<file path="src/hdl/lwpg_pkg.sv">
`timescale 1ns / 1ps
// ----------------------------------------------------------------------------
// lwpg_pkg
// Shared constants, register indexes and structs of the load window
// performance-state governor.
// ----------------------------------------------------------------------------
package lwpg_pkg;

	// cpu population and derived widths
	localparam int NUM_CPUS = 64;
	localparam int DEPTH    = 64;
	localparam int MANAGED  = (NUM_CPUS < DEPTH) ? NUM_CPUS : DEPTH;
	localparam int IDX_W    = $clog2(DEPTH);
	localparam int HP_W     = $clog2(DEPTH + 1);
	localparam int TS_W     = 64;
	localparam int PS_W     = 3;
	localparam int LL_W     = 16;
	localparam int CNT8_W   = 8;
	localparam int NEED_W   = HP_W + CNT8_W + 1;
	localparam int CFG_A_W  = 3;

	localparam logic [PS_W-1:0] TOP_STATE = 3'd7;
	localparam logic [PS_W-1:0] LIMIT_RST = 3'd7;
	localparam logic [LL_W-1:0] LL_MAX    = 16'hFFFF;
	localparam logic [HP_W-1:0] HP_MAX    = HP_W'(MANAGED);
	localparam logic [IDX_W:0]  MANAGED_N = (IDX_W + 1)'(MANAGED);

	// configuration register indexes
	localparam logic [CFG_A_W-1:0] CFG_PS_CEILING     = 3'd0;
	localparam logic [CFG_A_W-1:0] CFG_WINDOW_TICKS   = 3'd1;
	localparam logic [CFG_A_W-1:0] CFG_STEPUP_TICKS   = 3'd2;
	localparam logic [CFG_A_W-1:0] CFG_STEPDOWN_TICKS = 3'd3;
	localparam logic [CFG_A_W-1:0] CFG_STEPDOWN_BASE  = 3'd4;
	localparam logic [CFG_A_W-1:0] CFG_STEPDOWN_GAIN  = 3'd5;

	typedef struct packed {
		logic [PS_W-1:0]   ps_ceiling;
		logic [TS_W-1:0]   window_ticks;
		logic [TS_W-1:0]   stepup_ticks;
		logic [TS_W-1:0]   stepdown_ticks;
		logic [CNT8_W-1:0] stepdown_base;
		logic [CNT8_W-1:0] stepdown_gain;
	} cfg_t;

	// one per-cpu memory word
	typedef struct packed {
		logic [TS_W-1:0] run_start;
		logic [TS_W-1:0] total_accum;
		logic [TS_W-1:0] idle_accum;
		logic [LL_W-1:0] low_load;
		logic [PS_W-1:0] pstate;
	} cpu_state_t;

	// memory write port
	typedef struct packed {
		logic             en;
		logic [IDX_W-1:0] addr;
		cpu_state_t       data;
	} state_wr_t;

	// item entering the decision stage
	typedef struct packed {
		logic             managed;
		logic             closed;
		logic             up;
		logic             down;
		logic [IDX_W-1:0] cpu;
		logic [PS_W-1:0]  cur_pstate;
		logic [LL_W-1:0]  ll;
		logic [LL_W-1:0]  ll_inc;
		logic [TS_W-1:0]  total;
		logic [TS_W-1:0]  idle;
		logic [TS_W-1:0]  wake;
		logic [TS_W-1:0]  idle_len;
	} dec_in_t;

	// result item
	typedef struct packed {
		logic [IDX_W-1:0] cpu_id;
		logic [PS_W-1:0]  new_pstate;
		logic             pstate_written;
		logic             window_closed;
		logic [TS_W-1:0]  window_total;
		logic [TS_W-1:0]  window_idle;
		logic [TS_W-1:0]  idle_length;
		logic [HP_W-1:0]  high_perf_count;
	} res_t;

endpackage

</file>
<file path="src/hdl/lwpg_decide.sv">
`timescale 1ns / 1ps
// ----------------------------------------------------------------------------
// lwpg_decide
// Final stage: low-load counting, state request with clamping, the global
// count of cpus at state zero, write-back word and result item.
// ----------------------------------------------------------------------------
module lwpg_decide (
	input  logic                 clk,
	input  logic                 arst_n,
	input  logic                 fire,
	input  lwpg_pkg::dec_in_t    d,
	input  lwpg_pkg::cfg_t       cfg,
	output lwpg_pkg::state_wr_t  wb,
	output lwpg_pkg::res_t       res
);
	import lwpg_pkg::*;

	logic [HP_W-1:0]        hp_q;
	logic [HP_W-1:0]        hp_d;
	logic [HP_W+CNT8_W-1:0] prod;
	logic [NEED_W-1:0]      need;
	logic                   req;
	logic [PS_W:0]          target_w;
	logic [PS_W-1:0]        tgt;
	logic [PS_W-1:0]        cur_new;
	logic [LL_W-1:0]        ll_new;
	logic                   written;
	logic                   do_close;

	// step-down threshold from current high-performance count
	assign prod     = hp_q * cfg.stepdown_gain;
	assign need     = {1'b0, prod} + NEED_W'(cfg.stepdown_base);
	assign do_close = d.managed && d.closed;

	// move selection and clamped request
	always_comb begin
		req      = 1'b0;
		target_w = '0;
		ll_new   = d.ll;
		tgt      = '0;
		cur_new  = d.cur_pstate;
		written  = 1'b0;
		hp_d     = hp_q;
		if (do_close) begin
			if (d.up) begin
				ll_new = '0;
				req    = 1'b1;
			end else if (d.down) begin
				if (d.ll_inc > need) begin
					ll_new   = '0;
					req      = 1'b1;
					target_w = {1'b0, d.cur_pstate} + (PS_W + 1)'(1);
				end else begin
					ll_new = d.ll_inc;
				end
			end
		end
		tgt = (target_w > {1'b0, TOP_STATE}) ? TOP_STATE : target_w[PS_W-1:0];
		if (tgt > cfg.ps_ceiling) begin
			tgt = cfg.ps_ceiling;
		end
		if (req && (cfg.ps_ceiling != '0) && (tgt != d.cur_pstate)) begin
			written = 1'b1;
			cur_new = tgt;
			if (tgt == '0) begin
				if (hp_q < HP_MAX) begin
					hp_d = hp_q + HP_W'(1);
				end
			end else if (d.cur_pstate == '0) begin
				if (hp_q != '0) begin
					hp_d = hp_q - HP_W'(1);
				end
			end
		end
	end

	// global count of cpus at state zero
	always_ff @(posedge clk or negedge arst_n) begin
		if (!arst_n) begin
			hp_q <= HP_MAX;
		end else if (fire) begin
			hp_q <= hp_d;
		end
	end

	// write-back word
	always_comb begin
		wb.en                  = fire && d.managed;
		wb.addr                = d.cpu;
		wb.data.run_start      = d.wake;
		wb.data.total_accum    = do_close ? '0 : d.total;
		wb.data.idle_accum     = do_close ? '0 : d.idle;
		wb.data.low_load       = ll_new;
		wb.data.pstate         = cur_new;
	end

	// result item
	always_comb begin
		res.cpu_id          = d.cpu;
		res.new_pstate      = d.managed ? cur_new : '0;
		res.pstate_written  = written;
		res.window_closed   = do_close;
		res.window_total    = do_close ? d.total : '0;
		res.window_idle     = do_close ? d.idle : '0;
		res.idle_length     = d.idle_len;
		res.high_perf_count = hp_d;
	end

endmodule

</file>
<file path="config.mk">
export PLATFORM = sky130hd
export DESIGN_NAME = lwpg_decide
export DESIGN_NICKNAME = d
export VERILOG_FILES = /design/src/hdl/lwpg_pkg.sv /design/src/hdl/lwpg_decide.sv
export SDC_FILE = /design/constraint.sdc
export NUM_CORES = 1
export LEC_CHECK = 0
export BUFFER_PORTS_ARGS = -buffer_cell sky130_fd_sc_hd__buf_2
export CAP_MARGIN = 5
export CELL_PAD_IN_SITES_DETAIL_PLACEMENT = 1
export CELL_PAD_IN_SITES_GLOBAL_PLACEMENT = 1
export CORE_AREA = 2 2 364 366
export DETAILED_ROUTE_END_ITERATION = 10
export DIE_AREA = 0 0 366 368
export PLACE_DENSITY = 0.35
export SLEW_MARGIN = 25
export SYNTH_ARGS = -nofsm -noshare
export SYNTH_HDL_FRONTEND = slang
export SYNTH_SLANG_ARGS = --single-unit
</file>
<file path="constraint.sdc">
create_clock -name clk -period 14.87 [get_ports clk]
set_input_delay 2.974 -clock clk [delete_from_list [all_inputs] [get_ports clk]]
set_output_delay 2.974 -clock clk [all_outputs]
set_load 0.05 [all_outputs]
</file>
After elaboration in Yosys (flattened, before gate mapping)
Cells that the tools add are included.
- bits in registers: 7
- output and inout port bits: 428
- word-level logic and storage cells: 45
- $add $sub $neg: 4
- multiply operators: 1
- $lt $le $gt $ge: 4
- equal/unequal tests: 1
- muxes and demuxes: 26
- reductions and logical operators: 8
- operator list (kind ; count):
    $mux 64 ; 4
    $mux 16 ; 4
    $mux 7 ; 5
    $add 15x8->16 ; 1
    $gt 16x16->1 ; 1
    $mux 4 ; 4
    $mul 7x8->15 ; 1
    $mux 3 ; 4
    $add 7x1->7 const B ; 1
    $lt 7x7->1 const B ; 1
    $reduce_bool 7->1 ; 1
    $sub 7x1->7 const B ; 1
    $logic_not 3->1 ; 2
    $mux 1 ; 5
    $add 3x1->4 const B ; 1
    $gt 4x3->1 const B ; 1
    $logic_and 1x1->1 ; 4
    $gt 3x3->1 ; 1
    $ne 3x3->1 ; 1
    $reduce_bool 3->1 ; 1

Depth between registers and ports, before layout
- depth after elaboration: 15
- mapped depth: 39
- mapped depth without buffers: 35

Worst setup path before layout
No wires, ideal clock.
- path type: input to output
- start: input cfg[3] (netlist name)
- end: output res[5] (netlist name)
- arrival: 11.025 ns
- data required time: 11.896 ns
- path slack: 0.871 ns
- cell stages on the path: 35
- buffers on the path: 1
- path through: and2_1 fa_1 inv_1 fa_1 inv_1 fa_1 inv_1 fa_1 inv_1 ha_1 inv_1 o21bai_1 a21oi_1 nor2b_1 o21a_1 o31a_1 o41ai_1 xor2_1 ha_1 nand4_2 or4_4 nand2b_1 a31o_4 nor2_1 ha_1 nor2b_1 o21a_1 or2_2 nand2_1 o31ai_4 or2_2 buf_4 o21a_1 o21a_1 o21ai_0
- RTL lines (element ; line ; source):
    start: declaration ; lwpg_decide.sv:12 ; input lwpg_pkg::cfg_t cfg,
    end: declaration ; lwpg_decide.sv:14 ; output lwpg_pkg::res_t res

==> impl_metrics.env <==
export IMPL_setup_viol=0
export IMPL_clock_latency_ns=0.23
export IMPL_largestRegisters="hp_q (7)"
export IMPL_critical_path_slowest_cell="fa_1"
export IMPL_initial_core_util_pct=5.16
export IMPL_synth_fp_nets=1567
export IMPL_fmax_ghz=0.0698
export IMPL_synthFlopType="dfrtp_1"
export IMPL_synth_distinct_cells=52
export IMPL_critical_path_max_stage_delay_ns=0.55
export IMPL_path_max_fanout=17
export IMPL_ys_async_sr_fraction_pct=100
export IMPL_ff2ff_path_depth=35
export IMPL_synthCells=952
export IMPL_gr_usage_all_layers_pct=11.3
export IMPL_ctsHtreeMaxLevel=1
export IMPL_worst_slack_ns=0.553
export IMPL_worst_ep_arrival_time_ns=11.34
export IMPL_fp_dieH_um=368
export IMPL_fin_cells=3012
export IMPL_drc_errors=0
export IMPL_min_path_type="reg -> reg"
export IMPL_cts_tree="yes"
export IMPL_clockBufferDepth=2
export IMPL_max_slew_margin_pct=46.0
export IMPL_crit_path_end="res[6]"
export IMPL_hold_viol=0
export IMPL_ir_worst_vdd_mv=0.0454
export IMPL_ys_seq_area_share_pct=2.62
export IMPL_yosysWarnings=0
export IMPL_fp_dieArea_sq_mm=0.135
export IMPL_fin_area_sq_mm=0.0104
export IMPL_cellPowerDensity_mw_per_mm2=98.4
export IMPL_antenna_found_initial=52
export IMPL_regArea_sq_um=176
export IMPL_cts_root_buf="clkbuf_16"
export IMPL_synth_most_common_cell="and2_1"
export IMPL_syn_avg_cell_area_sq_um=7.08
export IMPL_regToRegStartpoint="hp_q[1]$_DFFE_PN0P_"
export IMPL_gp_congestion=0.781
export IMPL_place_inst=2996
export IMPL_finalCritPeriodShare_pct=96.3
export IMPL_dp_slack_ns=0.0909
export IMPL_synth_edf_count=0
export IMPL_rsz0062_at_grt="no"
export IMPL_critPathCaptureType="output pin"
export IMPL_required_ns=11.90
export IMPL_coreArea_sq_mm=0.131
export IMPL_num_rows=133
export IMPL_hpwl_um=74000
export IMPL_ys_top_cells_by_area="buf_4 (16%), and2_1 (16%), and3_1 (12%), ha_1 (12%), fa_1 (11%)"
export IMPL_ctsHoldBuffers=0
export IMPL_die_w_um=366
export IMPL_ant_nets=0
export IMPL_grt_ovfl_total=0
export IMPL_status="completed"
export IMPL_nets=1863
export IMPL_slew_viol_final=0
export IMPL_clkTransAtPathRegs_ns=0.04
export IMPL_via_per_inst=2.72
export IMPL_routed_wl_um=79600
export IMPL_synth_seq_cells=7
export IMPL_numCtsBuffers=3
export IMPL_vias=8181
export IMPL_reg2reg_slack_ns=5.84
export IMPL_cp_startpoint="cfg[1]"
export IMPL_max_cap_viol_count=0
export IMPL_synth_cell_area_sq_mm=0.00674
export IMPL_drive_gt1_share_pct=41.9
export IMPL_fin_skew_ns=0.00135
export IMPL_synth_area_leader_cell="buf_4"
export IMPL_clock_sinks=7
export IMPL_multiInputGateArea_sq_mm=0.00507
export IMPL_wl_per_cell_um=26.4
export IMPL_r2r_end="hp_q[0]$_DFFE_PN0P_"
export IMPL_largest_register="hp_q"
export IMPL_total_power_mw=1.02
export IMPL_portBuffers=476
export IMPL_tns_ns=0
export IMPL_placed_area_sq_mm=0.0102
export IMPL_fillCellCount=16000
export IMPL_area_delta_synth_final_pct=53.6
export IMPL_pin_count=943
export IMPL_grt_max_degree=90
export IMPL_period_needed_ns=14.32
export IMPL_yosys_top_cells_count="and2_1 (171), buf_4 (145), and3_1 (130), inv_1 (76), ha_1 (63)"
export IMPL_path_class="in -> out"
export IMPL_synth_top_area_share_pct=16.1
export IMPL_start_kind="input pin"
export IMPL_largest_reg_flops=7
export IMPL_dr_pass1_iters=4
export IMPL_p_leak_nw=5.25
export IMPL_worst_pin_slew_ns=0.810
export IMPL_drt_iter0_drc=329
export IMPL_first_global_vias=8522
export IMPL_grt_pass1_wl_um=98100
==> final cells by class <==
class	instances	area share (%)
antenna	10	0.242
timing repair buffer	493	24.3
sequential	7	1.70
inverter	76	2.75
multi-input combinational	667	49.0
tap	1755	21.2
clock buffer	4	0.761
==> cell families after synthesis <==
family | Yosys count | share of synthesized area [%]
multiplexers | 2 | 0.334
XOR/XNOR | 16 | 2.08
AND/OR/NAND/NOR | 431 | 37.3
AO/OA/AOI/OAI | 116 | 11.3
adder cells (fa/ha/maj) | 100 | 22.7
buffers and inverters | 280 | 23.8
flip-flops | 7 | 2.62
==> critical path: cells and delay by family <==
family                     cells  cell delay (ns)
AOI/OAI and AO/OA             13             2.89
adders and majority gates      7             3.07
and+or+nand+nor                7             1.37
xor gates and xnor gates       1             0.12
buffers and inverters          7             0.88
==> per-layer routing <==
| layer | GRT usage (%) | part of all wire (%) | wire length [um] |
|---|---|---|---|
| met3 | 9.16 | 18 | 14500 |
| met1 | 11.8 | 36 | 28900 |
| met2 | 17.8 | 43 | 34000 |
| met4 | 1.71 | 2.4 | 1880 |
| met5 | 0 | 0.33 | 264 |
==> how the worst min path moves through the flow <==
stage,from,cells past startpoint,end
5_1_grt,hp_q[6]$_DFFE_PN1P_,1,hp_q[6]$_DFFE_PN1P_
6_report,hp_q[6]$_DFFE_PN1P_,1,hp_q[6]$_DFFE_PN1P_
3_5_place_dp,hp_q[6]$_DFFE_PN1P_,1,hp_q[6]$_DFFE_PN1P_
4_1_cts,hp_q[6]$_DFFE_PN1P_,1,hp_q[6]$_DFFE_PN1P_
2_1_floorplan,hp_q[4]$_DFFE_PN0P_,2,hp_q[4]$_DFFE_PN0P_
3_3_place_gp,hp_q[6]$_DFFE_PN1P_,1,hp_q[6]$_DFFE_PN1P_
==> repair_timing <==
item / in CTS / in global routing
resized for setup: 0 / 14
buffers inserted: 0 / 0
endpoints found under the setup margin: 0 / 8
==> power by group <==
group / leakage (nW) / switching [mW] / total [mW] / internal, mW
combinational: 5.12 / 0.620 / 0.927 / 0.307
clock: 0.0382 / 0.00948 / 0.0451 / 0.0356
sequential: 0.0889 / 0.0225 / 0.0470 / 0.0245
==> stage by stage <==
stage	util [%]	hold WS [ns]
after floorplan	-	0.621
after global placement	7.76	0.745
after detailed placement	7.76	0.740
after CTS	7.82	0.749
after global routing	7.90	0.780
final	7.92	0.739
==> cells in the final DEF (no fill, tap or decap), types with 8 or more instances in the layout <==
master | Yosys | routed
a31oi_1 | 11 | 9
nor2_1 | 14 | 14
diode_2 | 0 | 10
xor2_1 | 8 | 8
inv_1 | 76 | 76
a21oi_1 | 34 | 33
buf_2 | 0 | 472
and3_1 | 130 | 130
ha_1 | 63 | 63
nor2b_1 | 21 | 21
fa_1 | 37 | 37
buf_4 | 145 | 20
and2_1 | 171 | 171
nand2_1 | 57 | 57
nand3_1 | 11 | 11
o21ai_0 | 31 | 30
Note: power is estimated with default switching activity, not from simulation.
