## src/hdl/lwpg_pkg.sv

```systemverilog
`timescale 1ns / 1ps
// ----------------------------------------------------------------------------
// lwpg_pkg
// Shared constants, register indexes and structs of the load window
// performance-state governor.
// ----------------------------------------------------------------------------
package lwpg_pkg;

	// cpu population and derived widths
	localparam int NUM_CPUS = 64;
	localparam int DEPTH    = 64;
	localparam int MANAGED  = (NUM_CPUS < DEPTH) ? NUM_CPUS : DEPTH;
	localparam int IDX_W    = $clog2(DEPTH);
	localparam int HP_W     = $clog2(DEPTH + 1);
	localparam int TS_W     = 64;
	localparam int PS_W     = 3;
	localparam int LL_W     = 16;
	localparam int CNT8_W   = 8;
	localparam int NEED_W   = HP_W + CNT8_W + 1;
	localparam int CFG_A_W  = 3;

	localparam logic [PS_W-1:0] TOP_STATE = 3'd7;
	localparam logic [PS_W-1:0] LIMIT_RST = 3'd7;
	localparam logic [LL_W-1:0] LL_MAX    = 16'hFFFF;
	localparam logic [HP_W-1:0] HP_MAX    = HP_W'(MANAGED);
	localparam logic [IDX_W:0]  MANAGED_N = (IDX_W + 1)'(MANAGED);

	// configuration register indexes
	localparam logic [CFG_A_W-1:0] CFG_PS_CEILING     = 3'd0;
	localparam logic [CFG_A_W-1:0] CFG_WINDOW_TICKS   = 3'd1;
	localparam logic [CFG_A_W-1:0] CFG_STEPUP_TICKS   = 3'd2;
	localparam logic [CFG_A_W-1:0] CFG_STEPDOWN_TICKS = 3'd3;
	localparam logic [CFG_A_W-1:0] CFG_STEPDOWN_BASE  = 3'd4;
	localparam logic [CFG_A_W-1:0] CFG_STEPDOWN_GAIN  = 3'd5;

	typedef struct packed {
		logic [PS_W-1:0]   ps_ceiling;
		logic [TS_W-1:0]   window_ticks;
		logic [TS_W-1:0]   stepup_ticks;
		logic [TS_W-1:0]   stepdown_ticks;
		logic [CNT8_W-1:0] stepdown_base;
		logic [CNT8_W-1:0] stepdown_gain;
	} cfg_t;

	// one per-cpu memory word
	typedef struct packed {
		logic [TS_W-1:0] run_start;
		logic [TS_W-1:0] total_accum;
		logic [TS_W-1:0] idle_accum;
		logic [LL_W-1:0] low_load;
		logic [PS_W-1:0] pstate;
	} cpu_state_t;

	// memory write port
	typedef struct packed {
		logic             en;
		logic [IDX_W-1:0] addr;
		cpu_state_t       data;
	} state_wr_t;

	// item entering the decision stage
	typedef struct packed {
		logic             managed;
		logic             closed;
		logic             up;
		logic             down;
		logic [IDX_W-1:0] cpu;
		logic [PS_W-1:0]  cur_pstate;
		logic [LL_W-1:0]  ll;
		logic [LL_W-1:0]  ll_inc;
		logic [TS_W-1:0]  total;
		logic [TS_W-1:0]  idle;
		logic [TS_W-1:0]  wake;
		logic [TS_W-1:0]  idle_len;
	} dec_in_t;

	// result item
	typedef struct packed {
		logic [IDX_W-1:0] cpu_id;
		logic [PS_W-1:0]  new_pstate;
		logic             pstate_written;
		logic             window_closed;
		logic [TS_W-1:0]  window_total;
		logic [TS_W-1:0]  window_idle;
		logic [TS_W-1:0]  idle_length;
		logic [HP_W-1:0]  high_perf_count;
	} res_t;

endpackage

```

## src/hdl/lwpg_cfg_if.sv

```systemverilog
`timescale 1ns / 1ps
// ----------------------------------------------------------------------------
// lwpg_cfg_if
// Configuration write channel: register index and write data.
// ----------------------------------------------------------------------------
interface lwpg_cfg_if;
	logic                         valid;
	logic                         ready;
	logic [lwpg_pkg::CFG_A_W-1:0] addr;
	logic [lwpg_pkg::TS_W-1:0]    data;

	modport source (output valid, addr, data, input ready);
	modport sink   (input valid, addr, data, output ready);
endinterface

```

## src/hdl/lwpg_cfg_regs.sv

```systemverilog
`timescale 1ns / 1ps
// ----------------------------------------------------------------------------
// lwpg_cfg_regs
// Configuration register file, written through the config channel.
// ----------------------------------------------------------------------------
module lwpg_cfg_regs (
	input  logic              clk,
	input  logic              arst_n,
	lwpg_cfg_if.sink          cfg,
	output lwpg_pkg::cfg_t    regs
);
	import lwpg_pkg::*;

	cfg_t regs_q;

	// writes always taken
	assign cfg.ready = 1'b1;
	assign regs      = regs_q;

	// register writes by index, unknown indexes ignored
	always_ff @(posedge clk or negedge arst_n) begin
		if (!arst_n) begin
			regs_q.ps_ceiling     <= LIMIT_RST;
			regs_q.window_ticks   <= '0;
			regs_q.stepup_ticks   <= '0;
			regs_q.stepdown_ticks <= '0;
			regs_q.stepdown_base  <= '0;
			regs_q.stepdown_gain  <= '0;
		end else if (cfg.valid) begin
			unique case (cfg.addr)
				CFG_PS_CEILING:     regs_q.ps_ceiling     <= cfg.data[PS_W-1:0];
				CFG_WINDOW_TICKS:   regs_q.window_ticks   <= cfg.data;
				CFG_STEPUP_TICKS:   regs_q.stepup_ticks   <= cfg.data;
				CFG_STEPDOWN_TICKS: regs_q.stepdown_ticks <= cfg.data;
				CFG_STEPDOWN_BASE:  regs_q.stepdown_base  <= cfg.data[CNT8_W-1:0];
				CFG_STEPDOWN_GAIN:  regs_q.stepdown_gain  <= cfg.data[CNT8_W-1:0];
				default: ;
			endcase
		end
	end

endmodule

```

## src/flat_wrapper.sv

```systemverilog
// flat-port wrapper written by rule: the top's interface ports become plain ports
module lwpg_cfg_regs_flat import lwpg_pkg::*;
  (clk, arst_n, regs, cfg_valid, cfg_addr, cfg_data, cfg_ready);
  lwpg_cfg_if cfg_i ();
  input  logic clk;
  input  logic arst_n;
  output lwpg_pkg::cfg_t regs;
  input wire logic [$bits(cfg_i.valid)-1:0] cfg_valid;
  input wire logic [$bits(cfg_i.addr)-1:0] cfg_addr;
  input wire logic [$bits(cfg_i.data)-1:0] cfg_data;
  output wire logic [$bits(cfg_i.ready)-1:0] cfg_ready;
  assign cfg_i.valid = cfg_valid;
  assign cfg_i.addr = cfg_addr;
  assign cfg_i.data = cfg_data;
  assign cfg_ready = cfg_i.ready;
  lwpg_cfg_regs u_core (.clk(clk), .arst_n(arst_n), .cfg(cfg_i), .regs(regs));
endmodule
```

## config.mk

```make
export PLATFORM = sky130hd
export DESIGN_NAME = lwpg_cfg_regs_flat
export DESIGN_NICKNAME = d
export VERILOG_FILES = /design/src/hdl/lwpg_pkg.sv /design/src/hdl/lwpg_cfg_if.sv /design/src/hdl/lwpg_cfg_regs.sv /design/src/flat_wrapper.sv
export SDC_FILE = /design/constraint.sdc
export NUM_CORES = 1
export LEC_CHECK = 0
export ABC_AREA = 1
export BUFFER_PORTS_ARGS = -buffer_cell sky130_fd_sc_hd__buf_4
export CAP_MARGIN = 20
export CORE_MARGIN = 10
export CORE_UTILIZATION = 35
export DETAILED_ROUTE_END_ITERATION = 16
export PLACE_DENSITY_LB_ADDON = 0.08
export SLEW_MARGIN = 10
export SYNTH_ARGS = -nofsm -noshare
export SYNTH_HDL_FRONTEND = slang
export SYNTH_SLANG_ARGS = --single-unit
```

## constraint.sdc

```tcl
create_clock -name clk -period 0.8 [get_ports clk]
set_input_delay 0.16 -clock clk [delete_from_list [all_inputs] [get_ports clk]]
set_output_delay 0.16 -clock clk [all_outputs]
set_load 0.01 [all_outputs]
```

**Yosys cells after proc, flatten, opt, wreduce, memory -nomap -nowiden**

Cells that the tools add are included.

- Flip-flop bits (word level): 211
- Latch bits: 0
- Memory bits (writable): 0
- Bits in read-only memories: 0
- Output and inout port bits: 212
- Logic and storage cells: 18
- Memories: 0

- Add/sub/neg operators: 0
- Multipliers: 0
- Div/mod/pow operators: 0
- $lt $le $gt $ge: 0
- Eq/ne operators: 5
- Shifts and indexed selects: 0
- Multiplexer cells: 0
- Bitwise logic cells: 0
- Reduce and logical (&&, ||, !) cells: 7

Operators with widths:

| kind | number |
|---|---|
| $reduce_and 2->1 | 6 |
| $eq 3x2->1 const B | 2 |
| $eq 3x3->1 const B | 2 |
| $eq 3x1->1 const B | 1 |
| $logic_not 3->1 | 1 |

**Longest topological paths before layout**

Gate-level depths: netlist (run 1).

- Word-level depth: 2
- Gate-level depth with buffers: 6

**Worst setup path before layout (run 1)**

No wires, ideal clock.

- Kind: input-to-reg
- From: input port cfg_valid
- To: register u_core.regs_q (netlist bit u_core.regs[100])
- Library setup time: 117 ps
- Arrival time: 822 ps
- Path slack: -139 ps
- Cell stages on the path: 6
- Buffers on the path: 1
- Cell sequence: inv_1 > nor2_4 > nand2_2 > clkbuf_1 > nand2_1 > nand2_1

- Word-level cells in the longest chain between the ends: 1

Ends and longest elaborated chain:

| item | line | source |
|---|---|---|
| from (decl) | flat_wrapper.sv:8 | `input wire logic [$bits(cfg_i.valid)-1:0] cfg_valid;` |
| $reduce_and 2->1 (no line) | - |  |
| to (decl) | lwpg_cfg_regs.sv:14 | `cfg_t regs_q;` |

No other way between the ends.
A chain may end at the register's enable or synchronous reset.

**Worst setup path in the final report (run 1)**

- From: register u_core.regs_q (netlist bit u_core.regs[210])
- To: output port regs[210] (netlist name)

RTL lines:

| item | line | source |
|---|---|---|
| to (decl) | flat_wrapper.sv:7 | `output lwpg_pkg::cfg_t regs;` |

No word-level cell between the ends.

==> impl_metrics.yaml, run 1 <==
run_status:
  outcome: "finished with violations"
  failed_checks: "setup timing"
route:
  wirelength_microns: 30700
  firstDrtPassIters: 5
  route.detailed.drc: 0
  drtAntennaViolNets: 0
  via_count: 7932
  drt_iter0_drc: 612
  post_drt_wl_per_cell_microns: 17.8
  viasPerCell: 4.60
synth:
  synth_top_family_by_area: "simple AND/OR/NAND/NOR gates"
  synth.avg_cell_area_sq_um: 8.93
  synth-simple-area-share_pct: 32.0
  synth_area_leaders: "dfrtp_1 63%, nand2_1 23%, nand3_1 8.5%"
  syn_inst: 921
  synth_top_area_cell: "dfrtp_1"
  syn_area_sq_um: 8220
  synthDistinctLibCells: 14
  seq_area_frac_synth_pct: 64.2
  synthXorXnorAreaFrac_pct: 0
  synth_compound_area_share_pct: 0
  ys_seq_elements: 211
  synth_fp_nets: 991
  synth_top_area_share_pct: 63.3
  yosys_warnings: 0
  synthAdderAreaFrac_pct: 0
  muxShareOfSynthArea_pct: 0
global_routing:
  grt_antenna_before_repair: 2
  grt_first_pass_wirelength_microns: 48000
  grt_pass1_vias: 8149
  grt_max_degree: 48
  globalRouteTotalUtil_pct: 19.8
  grt_overflow: 0
cells_and_area:
  seq_area_sq_um: 5280
  area_growth_pct: 72.6
  largest_reg_flops: 211
  fin_cells: 1723
  final_layout_size_suffix_gt1_share_pct: 34.9
  fillers: 1996
  nets: 1457
  multiInputGateArea_sq_um: 2700
power_and_ir_drop:
  seqPwrFrac_pct: 39.3
  p_per_area_nw_per_um2: 2560
  switching_share_pct: 28.4
  irDropWorstVdd_v: 0.00151
  intPower_w: 0.0260
  combPwrFrac_pct: 29.4
  clkPwrFrac_pct: 31.2
  power_leakage_nw: 7.63
  p_sw_w: 0.0103
clock_network:
  clkLatencyLatePin_ns: 0.51
  ctsLongestPathBuffers: 3
  clkSinkCount: 211
  cts_made_buffers: 24
  cts-root-buf: "clkbuf_16"
  cts_tree: "built"
  htreeDepth: 1
  path_clk_slew_ns: 0.06
timing:
  fin_tns_setup_ns: -84.04
  finClkSkew_ns: 0
  grt_setup_unrepaired: "true"
  hold_viol: 0
  setup_viol: 228
  drv_slew: 0
  setup_slack_ns: -0.532
  timing.fmax_ghz: 0.751
  period_needed_ns: 1.33
  post-route-period-util_pct: 166
  whs_ns: 0.0890
floorplanning:
  rows: 56
  pin_count: 282
  initial_core_util_pct: 35.4
  die-area_sq_um: 30000
  die_w_microns: 173
  coreArea_sq_um: 23300
  dieHeight_microns: 173
critical_path:
  critPathMaxFanout: 2
  required_ns: 0.64
  path_class: "reg2out"
  cp_slowest_cell: "dfstp_2"
  worstSetupStartpointType: "flip-flop"
  cp.arrival_ns: 1.17
  crit_family: "flip-flops"
  max_stage_delay_ns: 0.54
  crit_chain: "buf_6"
  cp-end-kind: "output pin"
  reg2regPathDepth: 4
  worst-path-buf-inv: 1
  crit_cells: 1
placed_design:
  place_ws_ns: -0.398
  io_buffers: 280
  dp_hpwl_microns: 20300
  place_congestion: 0.793
  dp.cells: 1516
hold_path:
  hp-class: "in2async"
flow_run:
  max_cap_violations: 0
## cell type report
cell class                 instances  area share (%)
tap                              319            2.81
timing repair buffer             494            34.9
inverter                           6           0.212
antenna                            2          0.0353
clock inverter                     3           0.458
sequential                       211            37.2
multi-input combinational        650            19.0
clock buffer                      38            5.32
## metal layers
layer	wire length [microns]	vias up	part of all wire [%]	track usage (%)
met5	0	-	0	0
met4	795	0	2.6	5.57
met1	12900	3809	42	25.0
met2	14600	260	47	31.8
met3	2420	46	7.9	6.47
li1	-	3817	-	-
## cells in the mapped netlist
library cell,count
buf_2,28
buf_4,11
clkbuf_1,15
clkinv_1,1
conb_1,1
dfrtp_1,208
dfstp_2,3
inv_1,5
nand2_1,501
nand2_2,3
nand3_1,139
nor2_1,3
nor2_2,1
nor2_4,2
## power groups by stage
stage	Sequential, W	Clock, W	Combinational, W
after floorplan	0.0149	0	0.00191
after global placement	0.0141	0	0.00776
after detailed placement	0.0141	0	0.00788
after CTS	0.0143	0.0116	0.0101
after global routing	0.0145	0.0120	0.0116
final	0.0143	0.0114	0.0107
## cell families (layout without fill, tap and decap cells)
group,count (synthesis),in the layout
other,1,3
and+or+nand+nor,649,649
DFF,211,211
buffers and inverters,60,541
## stage by stage
stage / total power [W] / util, % / cell area [sq um]
CTS: 0.0359 / 59.2 / 13800
global route: 0.0381 / 61.0 / 14200
global placement: 0.0219 / 47.7 / 11100
detailed placement: 0.0219 / 47.7 / 11100
floorplan: 0.0168 / - / 8330
finish: 0.0364 / 61.0 / 14200
## cell usage in the layout, fill, tap and decap left out, drive strengths merged
master / n
nand2: 504
buf: 428
dfrtp: 208
nand3: 139
dlygate4sd3: 65
clkbuf: 39
nor2: 6
inv: 5
dfstp: 3
diode: 2
bufinv: 2
clkinv: 2
conb: 1
## repair_timing
item	4_1_cts	5_1_grt
pin swaps	0	7
hold buffers	65	0
setup endpoints to repair	211	214
endpoints found under the hold margin	419	0
setup buffers	53	46
gates resized for setup	211	24
## worst paths after layout
| path | from | slack (ns) | to |
|---|---|---|---|
| max reg2reg | u_core.regs[46] | -0.06 | u_core.regs[46] |
| min reg2reg | u_core.regs[209] | 0.47 | u_core.regs[209] |
| max in group asynchronous | arst_n | 0.18 | u_core.regs[190] |
| min | arst_n | 0.09 | u_core.regs[76] |
| max | u_core.regs[210] | -0.53 | regs[210] |
| min in group clk | cfg_addr[1] | 0.11 | u_core.regs[208] |
No activity file was read; power rests on OpenSTA's default activity.
==> inputs of run 2 (changes only) <==
Settings changed: CORE_MARGIN 10 to 4.
==> run 2 against run 1 <==
Compared with the run above:
- the flow still finishes with violations (setup timing)
- power is 0.89% lower
- final cell count decreased by 0.29%
- clock-buffer cell count shrank 2
- sequential power about the same
- clock skew is the same
- critical endpoint is now regs[209]
- sequential share of layout area rose by 0.092 points
==> impl_metrics.yaml, run 2 (synthesis results as in run 1) <==
run_status:
  outcome: "finished with violations"
  failed_checks: "setup timing"
cells_and_area:
  largest_reg_flops: 211
  final_common_cell: "nand2_1"
  fillers: 1966
  fin_cells: 1718
  final_layout_size_suffix_gt1_share_pct: 34.9
  nets: 1458
  design_area_sq_um: 14200
  mostFrequentLayoutCells: "489 x nand2_1, 217 x buf_6, 208 x dfrtp_1"
  seq_area_sq_um: 5280
  num_antenna_cells: 0
  multiInputGateArea_sq_um: 2690
  area_growth_pct: 72.2
placed_design:
  dp.cells: 1501
  place_ws_ns: -0.351
  dp_hpwl_microns: 18800
  place_congestion: 0.786
  io_buffers: 280
  place_area_sq_um: 11000
clock_network:
  clkSinkCount: 211
  path_clk_slew_ns: 0.06
  cts_tree: "built"
  cts-root-buf: "clkbuf_16"
  ctsLongestPathBuffers: 3
  clkLatencyLatePin_ns: 0.50
  htreeDepth: 1
  cts_made_buffers: 24
critical_path:
  cp.arrival_ns: 1.17
  worst-path-buf-inv: 1
  critPathMaxFanout: 2
  crit_family: "flip-flops"
  path_class: "reg2out"
  cp_slowest_cell: "dfstp_2"
  crit_chain: "buf_6"
  required_ns: 0.64
  max_stage_delay_ns: 0.55
  worstSetupStartpointType: "flip-flop"
  cp-end-kind: "output pin"
floorplanning:
  coreArea_sq_um: 22800
  die-area_sq_um: 26000
  initial_core_util_pct: 36.0
  rows: 55
  dieHeight_microns: 161
  pin_count: 282
  die_w_microns: 161
route:
  firstDrtPassIters: 4
  post_drt_wl_per_cell_microns: 16.7
  wirelength_microns: 28700
  drtAntennaViolNets: 0
  drt_iter0_drc: 328
  route.detailed.drc: 0
  via_count: 7854
  viasPerCell: 4.57
power_and_ir_drop:
  p_per_area_nw_per_um2: 2540
  irDropWorstVdd_v: 0.00168
  power_leakage_nw: 7.62
global_routing:
  grt_first_pass_wirelength_microns: 45100
  grt_overflow: 0
  grt_max_degree: 51
  grt_antenna_before_repair: 0
  globalRouteTotalUtil_pct: 21.4
  grt_pass1_vias: 8107
hold_path:
  hp-class: "in2async"
flow_run:
  max_cap_violations: 0
timing:
  drv_slew: 0
  setup_viol: 225
  tightest_slew_ns: 0.510
  setup_slack_ns: -0.527
  post-route-period-util_pct: 166
  period_needed_ns: 1.33
  hold_viol: 0
  grt_setup_unrepaired: "true"
  relSlewSlack_pct: 65.9
  timing.fmax_ghz: 0.754
  finClkSkew_ns: 0
[run 2: cell count changes in the layout (fill, tap and decap cells not counted)]
cell and change:
buf_12 +1, buf_4 +4, buf_6 -4, clkbuf_1 +1
clkbuf_8 -3, clkinv_2 +3, clkinvlp_4 +1, diode_2 -2
nand2_1 +1, nand2_2 +1, nand2_4 -2
[run 2: what timing repair did]
| action | 4_1_cts | 5_1_grt |
|---|---|---|
| endpoints found under the hold margin | 419 | 0 |
| buffers inserted | 58 | 52 |
| resized for setup | 211 | 17 |
| endpoints found under the setup margin | 211 | 214 |
| pin swaps | 0 | 3 |
| hold buffers | 65 | 0 |
[run 2: routing by layer]
| layer | vias to the layer above | GRT usage [%] | share of wire [%] | routed length [microns] |
|---|---|---|---|---|
| met2 | 238 | 34.5 | 48 | 13700 |
| met1 | 3748 | 28.7 | 43 | 12200 |
| met4 | 0 | 5.47 | 2.5 | 709 |
| met3 | 51 | 6.02 | 7.4 | 2120 |
| met5 | - | 0 | 0 | 0 |
| li1 | 3817 | - | - | - |
[run 2: stage by stage]
| step | util, % | setup TNS, ns | hold WS [ns] | total power [W] |
|---|---|---|---|---|
| finish | 62.0 | -82.83 | 0.0914 | 0.0360 |
| detailed placement | 48.3 | -61.17 | 0.0480 | 0.0218 |
| floorplan | - | -17.01 | -0.136 | 0.0168 |
| CTS | 60.1 | -88.10 | 0.0679 | 0.0357 |
| global route | 62.0 | -91.50 | 0.0973 | 0.0379 |
| global placement | 48.3 | -57.03 | 0.0507 | 0.0217 |
[run 2: final timing paths]
check,from,to,slack [ns],cells past startpoint
max,u_core.regs[209],regs[209],-0.53,1
min in group clk,cfg_addr[0],u_core.regs[94],0.09,5
max in group asynchronous,arst_n,u_core.regs[208],0.16,3
max reg2reg,u_core.regs[165],u_core.regs[165],-0.07,4
min reg2reg,u_core.regs[208],u_core.regs[208],0.48,2
min,arst_n,u_core.regs[54],0.09,2
[run 2: area by class of cell]
type,instances,share of cell area [%]
Sequential cell,211,37.3
Tap cell,313,2.77
Multi-Input combinational cell,650,19.0
Clock buffer,36,5.06
Inverter,6,0.212
Clock inverter,7,0.619
Timing Repair Buffer,495,35.0
[run 2: report_power, final]
group / switching (W) / total (W) / internal [W]
clock network: 0.00431 / 0.0111 / 0.00681
registers: 0.00157 / 0.0143 / 0.0127
logic: 0.00431 / 0.0106 / 0.00632
==> inputs of run 3 (changes only) <==
Settings changed: ABC_CLOCK_PERIOD_IN_PS set to 800, BUFFER_PORTS_ARGS -buffer_cell sky130_fd_sc_hd__buf_4 to -buffer_cell sky130_fd_sc_hd__clkbuf_2, CORE_MARGIN 4 to 1.5.
==> run 3 against run 2 <==
Compared with the run above:
- the run still ends with setup timing left
- clock-buffer cell count increased by 1
- critical path depth did not move
- first-iteration DRC count increased by 28%
- power fell by 5.8%
- critical endpoint is now regs[210]
==> impl_metrics.yaml, run 3 (synthesis results as in run 1) <==
flow_run:
  max_cap_violations: 0
clock_network:
  cts_tree: "built"
  cts_made_buffers: 24
  htreeDepth: 1
  clkLatencyLatePin_ns: 0.51
  clkSinkCount: 211
  path_clk_slew_ns: 0.06
  cts-root-buf: "clkbuf_16"
  ctsLongestPathBuffers: 3
route:
  drt_iter0_drc: 421
  wirelength_microns: 27600
  post_drt_wl_per_cell_microns: 16.0
  via_count: 7892
  viasPerCell: 4.58
  firstDrtPassIters: 4
  route.detailed.drc: 0
  drtAntennaViolNets: 0
floorplanning:
  initial_core_util_pct: 36.0
  pin_count: 282
  die-area_sq_um: 24400
  dieHeight_microns: 156
  rows: 55
  coreArea_sq_um: 22800
  die_w_microns: 156
placed_design:
  place_area_sq_um: 10400
  dp_hpwl_microns: 17700
  io_buffers: 280
  place_congestion: 0.808
critical_path:
  cp_slowest_cell: "dfstp_2"
  cp.arrival_ns: 1.16
  crit_family: "flip-flops"
  max_stage_delay_ns: 0.54
  critPathMaxFanout: 2
  path_class: "reg2out"
  required_ns: 0.64
  worstSetupStartpointType: "flip-flop"
  crit_chain: "buf_8"
  worst-path-buf-inv: 1
  cp-end-kind: "output pin"
cells_and_area:
  utilization_pct: 57.4
  num_antenna_cells: 0
  largest_reg_flops: 211
  mostFrequentLayoutCells: "488 x nand2_1, 214 x clkbuf_2, 208 x dfrtp_1"
  fillers: 2107
  final_common_cell: "nand2_1"
  final_layout_size_suffix_gt1_share_pct: 35.2
  area_growth_pct: 59.4
  nets: 1462
  design_area_sq_um: 13100
timing:
  drv_slew: 0
  post-route-period-util_pct: 165
  hold_viol: 0
  setup_viol: 226
  period_needed_ns: 1.32
  finClkSkew_ns: 0
  grt_setup_unrepaired: "true"
  whs_ns: 0.0862
  setup_slack_ns: -0.523
  timing.fmax_ghz: 0.756
power_and_ir_drop:
  power_leakage_nw: 7.35
  p_total_w: 0.0339
  p_per_area_nw_per_um2: 2590
  irDropWorstVdd_v: 0.00127
global_routing:
  grt_max_degree: 48
  grt_first_pass_wirelength_microns: 42300
  globalRouteTotalUtil_pct: 22.2
  use_met3_pct: 4.87
  gr-max-usage-layer: "met2"
  grt_antenna_before_repair: 0
  grt_overflow: 0
  grt_pass1_vias: 7647
  grtUsageMet2_pct: 35.1
  grtUsageMet1_pct: 30.7
run_status:
  outcome: "finished with violations"
  failed_checks: "setup timing"
hold_path:
  hp-class: "in2async"
==> run 3: cell count changes in the layout (fill, tap and decap cells not counted), sizes merged <==
cell | previous run | this run
buf | 429 | 217
clkbuf | 37 | 254
clkinv | 5 | 7
bufinv | 2 | 1
clkinvlp | 1 | 0
==> run 3: per-layer routing <==
| layer | wire (microns) | part of all wire, % | up-vias |
|---|---|---|---|
| met3 | 1880 | 6.8 | 42 |
| met5 | 0 | 0 | - |
| met1 | 12200 | 44 | 3759 |
| met2 | 12800 | 47 | 264 |
| met4 | 630 | 2.3 | 0 |
| li1 | - | - | 3827 |
==> run 3: worst paths after layout <==
check	startpoint	end	slack, ns	depth (start not counted)
min reg2reg	u_core.regs[103]	u_core.regs[103]	0.47	2
max reg2reg	u_core.regs[52]	u_core.regs[52]	-0.07	4
min in group clk	cfg_addr[0]	u_core.regs[10]	0.18	5
max in group asynchronous	arst_n	u_core.regs[209]	0.20	3
max	u_core.regs[210]	regs[210]	-0.52	1
min	arst_n	u_core.regs[121]	0.09	2
==> run 3: timing repair <==
action / 4_1_cts / 5_1_grt
setup endpoints to repair: 211 / 215
hold buffers: 65 / 0
setup buffers: 51 / 59
endpoints found under the hold margin: 421 / 0
resized for setup: 7 / 148
pin swaps: 0 / 5
==> run 3: layout make-up <==
type,count,area (sq um),share of cell area [%]
timing repair buffer,499,3920,29.9
clock inverter,7,60.1,0.458
tap,313,392,2.99
sequential,211,5280,40.3
clock buffer,37,741,5.65
inverter,6,30.0,0.229
multi-input combinational,650,2690,20.5
==> run 3: where the power goes <==
part           total (W)  internal (W)  leakage, nW  switching, W
clock             0.0111       0.00667        0.402       0.00442
sequential        0.0140        0.0127         2.65       0.00128
combinational    0.00886       0.00463         4.30       0.00423
total             0.0339        0.0240         7.35       0.00992
==> run 3: per-stage QoR <==
stage	setup WS [ns]	setup TNS, ns	cells
floorplan	-0.113	-17.01	921
global placement	-0.410	-72.85	1505
detailed placement	-0.419	-74.99	1505
CTS	-0.556	-85.98	1665
global route	-0.562	-90.64	1723
finish	-0.523	-82.07	1723
